File: src/rtl/core/fpp_pkg.sv
// ----------------------------------------------------------------------------
// fpp_pkg
// Types and constants shared by the flux peak picker modules.
// ----------------------------------------------------------------------------
package fpp_pkg;

  // Operation codes carried in the input word
  localparam logic OP_LOAD  = 1'b0;
  localparam logic OP_QUERY = 1'b1;

  // Configuration register indexes
  localparam logic [1:0] CFG_SHARE_LOUDEST = 2'd0;
  localparam logic [1:0] CFG_SHARE_LOCAL   = 2'd1;
  localparam logic [1:0] CFG_RISE_SHARE    = 2'd2;

  // Configuration reset values (Q0.16)
  localparam logic [15:0] SHARE_LOUDEST_RST = 16'd3932;
  localparam logic [15:0] SHARE_LOCAL_RST   = 16'd7864;
  localparam logic [15:0] RISE_SHARE_RST    = 16'd13107;

  typedef struct packed {
    logic        operation;
    logic        first_frame;
    logic [31:0] flux_value;
    logic [11:0] query_frame;
  } item_t;

  typedef struct packed {
    logic        is_peak;
    logic [11:0] rise_frame;
    logic        in_range;
    logic [12:0] frames_held;
    logic        store_full;
  } result_t;

  // Request to the shared multiplier
  typedef struct packed {
    logic        start;
    logic [31:0] a;
    logic [15:0] b;
  } mul_req_t;

  typedef enum logic [3:0] {
    ST_IDLE,
    ST_DISPATCH,
    ST_MUL_SHARE,
    ST_MUL_RISE,
    ST_MUL_LOCAL,
    ST_PEAK_SCAN,
    ST_PEAK_LAST,
    ST_LOCAL_SCAN,
    ST_LOCAL_LAST,
    ST_MUL_LO,
    ST_MUL_HI,
    ST_MUL_VN,
    ST_COMPARE,
    ST_RISE_RD,
    ST_RISE_CMP,
    ST_FINISH
  } state_t;

endpackage

File: src/rtl/core/fpp_mul.sv
// ----------------------------------------------------------------------------
// fpp_mul
// Shared 32x16 unsigned multiplier with a registered product.
// ----------------------------------------------------------------------------
module fpp_mul import fpp_pkg::*; (
  input  logic        clk,
  input  mul_req_t    req,
  output logic [47:0] prod
);

  // hold the product until the next request
  always_ff @(posedge clk) begin
    if (req.start) begin
      prod <= 48'(req.a) * 48'(req.b);
    end
  end

endmodule

File: config.mk
export PLATFORM = sky130hd
export DESIGN_NAME = fpp_mul
export DESIGN_NICKNAME = d
export VERILOG_FILES = /design/src/rtl/core/fpp_pkg.sv /design/src/rtl/core/fpp_mul.sv
export SDC_FILE = /design/constraint.sdc
export NUM_CORES = 1
export LEC_CHECK = 0
export BUFFER_PORTS_ARGS = -buffer_cell sky130_fd_sc_hd__buf_2
export CAP_MARGIN = 30
export CORE_ASPECT_RATIO = 1.1
export CORE_MARGIN = 3
export CORE_UTILIZATION = 59
export DETAILED_ROUTE_END_ITERATION = 8
export PLACE_DENSITY = 0.82
export SLEW_MARGIN = 5
export SYNTH_ARGS = -nofsm -noshare
export SYNTH_HDL_FRONTEND = slang
export SYNTH_SLANG_ARGS = --single-unit
File: constraint.sdc
create_clock -name clk -period 6.5 [get_ports clk]
set_input_delay 1.3 -clock clk [delete_from_list [all_inputs] [get_ports clk]]
set_output_delay 1.3 -clock clk [all_outputs]
set_load 0.1 [all_outputs]
==> After elaboration in Yosys (flattened, before gate mapping) <==
Cells that the tools add are included.
{ "totals": {"output_inout_bits": 48, "input_bits": 50, "register_bits": 48} }
{ "classes": {"n_mul": 1} }
{ "ops": {"columns": ["operator", "n"], "rows": [
  ["multiplier 32 x 16 -> 48 bit", 1]
]} }

==> Depth between registers and ports, before layout <==
{ "depth": {"depth_word": 1, "depth_mapped": 24, "mapped_depth_nobuf": 22} }

==> Worst setup path after synthesis <==
No wires, ideal clock.
{ "synth_path": {"path_type": "input to register", "from": "input port req[7] (netlist name)", "to": "register prod[47] (data pin)", "cell_stages": 24, "slack_ps": -427, "n_path_buf": 2, "setup_ps": 260, "arrival_ps": 6667, "cell_sequence": "clkbuf_1 > nand2_1 > fa_1 > inv_1 > fa_1 > inv_1 > fa_1 > inv_1 > fa_1 > fa_1 > inv_1 > fa_1 > inv_1 > ha_1 > buf_2 > and3_1 > nand2_1 > o311ai_2 > and4b_4 > o22ai_4 > o21ai_2 > a21o_1 > a21oi_2 > xnor2_1"} }
{ "synth_via": {"elab_chain_len": 1} }
{ "synth_lines": {"columns": ["item", "line", "rtl"], "rows": [
  ["start, declared", "fpp_mul.sv:7", "input mul_req_t req,"],
  ["multiplier 32 x 16 -> 48 bit", "fpp_mul.sv:14", "prod <= 48'(req.a) * 48'(req.b);"],
  ["end signal, assigned", "fpp_mul.sv:14", null],
  ["end, declared", "fpp_mul.sv:8", "output logic [47:0] prod"]
]} }
No other way between the ends.
A chain may end at the register's enable or synchronous reset.

==> Final worst setup path <==
{ "layout_path": {"from": "input port req[4] (netlist name)", "to": "register prod[34] (data pin)"} }
Same word-level chain as after synthesis.

==> impl_metrics.tcl <==
set metrics [dict create \
    setup.worst_path.start_class "primary input" \
    hp-class "in2reg" \
    cp_cell_sequence "buf_12 -> and2_4 -> fa_1 -> inv_2 -> fa_1 -> fa_1 -> inv_2 -> fa_1 -> fa_1 -> inv_2 -> fa_1 -> inv_2 -> ha_4 -> a21oi_4 -> o211ai_1 -> a31o_4 -> o31ai_4 -> buf_4 -> buf_6 -> o21bai_4 -> a211oi_2 -> nor2_1" \
    diodes 0 \
    drt.antenna.violating_nets 0 \
    critical_path_class "in2reg" \
    ios 98 \
    final_common_cell "inv_1" \
    critical-path-slowest-cell "fa_1" \
    period_share 1.04 \
    wirelength_um 51900 \
    synthToLayoutAreaGrowth_pct 23.1 \
    worst-path-buf-inv 7 \
    crit_start "req[4]" \
    max-clock-path-buffers 2 \
    synth_edf_count 48 \
    path_max_fanout 26 \
    die_h_um 188 \
    tightestPinTransition_ns 0.609 \
    max_freq_mhz 148 \
    setup_viol 20 \
    cts_tree "done" \
    path_depth 22 \
    grt_pass1_vias 16700 \
    clk_pin_slew_worst_paths_ns 0.07 \
    status "finished, violations left" \
    drive_above_1_share 0.236 \
    synth-seq-cells 48 \
    grt_max_degree 39 \
    path_common_cell "fa_1" \
    grt_overflow 0 \
    max_stage_delay_ns 0.56 \
    violations "setup timing" \
    required_ns 6.55 \
    pre_cts_slack_ns -0.813 \
    crit_family "adder cells" \
    largest_register "prod" \
    grt_setup_unrepaired "true" \
    antenna_found_initial 0 \
    crit_path_end "prod[34]" \
    final_util 0.737 \
    grt_pass1_wl_um 81200 \
    detailedRoute.firstIterationViolations 1212 \
    cts_root_buffer "clkbuf_16" \
    largest_reg_flops 48 \
    synthArstFlopShare 0 \
    die_x_um 171 \
    drc 0 \
    syn_area_per_cell_um2 9.12 \
    mostFrequentLayoutCells "inv_1, fa_1, nand2_1" \
    finalHoldViolations 0 \
    syn-num-nets 2535 \
    core-area_um2 29600 \
    syn_inst 1947 \
    hpwl_um 40300 \
    setup_ws_ns -0.264 \
    clock_sink_count 48 \
    drt-wirelength-per-cell_um 20.0 \
    synthFlopType "edfxtp_1" \
    cts_buffers 5 \
    synth_cell_types 51 \
    final_nets 2816 \
    viasPerCell 5.78 \
    initial_core_util 0.599 \
    num_vias 15100 \
    reg_top3 "prod x48" \
    dieArea_um2 32200 \
    max_cap_viol_count 0 \
    worstSetupEndpointType "register" \
    firstDrtPassIters 6 \
    max-slew-margin-rel 0.594 \
    rows 66 \
    grtUsageTotal 0.318 \
    arrival_ns 6.82 \
    finalCriticalPeriod_ns 6.76 \
    slew_violations 0 \
    h-tree-depth 2 \
    gp_congestion 0.960 \
    syn_area_um2 17800 \
    ys_warn_count 0 \
    ys_seq_area_frac 0.0812 \
    io_buffers 97 \
]
==> final cells by class <==
cell class,count,area [um^2]
fillers,1823,7780
inverters,449,1690
clock buffers,5,125
multi-input cells,1355,15000
clock inverters,3,46.3
well taps,374,468
flip-flops and latches,48,1440
repair buffers,369,3050
==> routing by layer <==
metal	vias up	track usage	routed length, um
met4	0	0.161	3490
met5	-	0	0
li1	6302	-	-
met3	303	0.0504	3660
met1	7552	0.367	17500
met2	898	0.568	27200
==> stage by stage <==
stage                     cells  setup TNS (ns)  hold WS [ns]  area (um^2)
after floorplan            1947          -0.172          1.41        18100
after global placement     2564          -13.53          1.92        20400
after detailed placement   2565          -17.46          1.72        20500
after CTS                  2588          -0.821          1.41        21200
after global routing       2603           -6.41          1.41        21900
final                      2603           -2.79          1.40        21900
==> cells in the mapped netlist (2+ instances only) <==
library cell | n | area share
a31o_2 | 3 | 0.0015
inv_1 | 449 | 0.095
fa_1 | 418 | 0.47
nor2b_1 | 6 | 0.0021
o21bai_1 | 11 | 0.0046
buf_2 | 4 | 0.0011
a21boi_0 | 2 | 0.00085
nor3_1 | 5 | 0.0014
o41ai_2 | 2 | 0.0018
a31oi_1 | 11 | 0.0039
xor2_1 | 14 | 0.0069
o21ai_0 | 27 | 0.0076
a21o_1 | 18 | 0.0076
o21a_1 | 4 | 0.0017
a21oi_2 | 2 | 0.00099
nand2_1 | 333 | 0.070
o211ai_1 | 2 | 0.00085
xnor2_1 | 31 | 0.015
nor4_1 | 3 | 0.0011
a2bb2oi_1 | 2 | 0.00099
o31ai_2 | 2 | 0.0014
a21boi_1 | 2 | 0.00085
edfxtp_1 | 48 | 0.081
a21oi_1 | 51 | 0.014
nand3_1 | 8 | 0.0023
nand2b_1 | 4 | 0.0014
ha_1 | 120 | 0.085
clkbuf_1 | 91 | 0.019
nor2_1 | 24 | 0.0051
and4_1 | 2 | 0.00099
and3_1 | 5 | 0.0018
and2_1 | 215 | 0.076
nand4_1 | 10 | 0.0035
==> logic make-up (layout without fill, tap and decap cells) <==
kind of cell             after synthesis  count (layout)  synth area share
flip-flops                            48              48            0.0812
AO/OA/AOI/OAI                        152             152            0.0571
buffers and inverters                544             826             0.115
AND/OR/NAND/NOR                      620             620             0.169
adder cells (fa/ha/maj)              538             538             0.556
XOR/XNOR                              45              45            0.0222
==> worst min-delay path by stage <==
stage	start	to	cells past startpoint
2_1_floorplan	req[48]	prod[0]	0
3_3_place_gp	req[16]	prod[0]	3
3_5_place_dp	req[48]	prod[39]	1
4_1_cts	req[48]	prod[39]	1
5_1_grt	req[48]	prod[39]	1
6_report	req[48]	prod[39]	1
==> timing repair <==
action	4_1_cts	5_1_grt
pin swaps	56	88
hold buffers	0	0
gates cloned	2	1
endpoints found under the setup margin	28	27
gates resized for setup	112	118
setup buffers	14	16
Power is not shown: default switching activity piles up to over one toggle a cycle in this logic, so the estimate is an artifact.
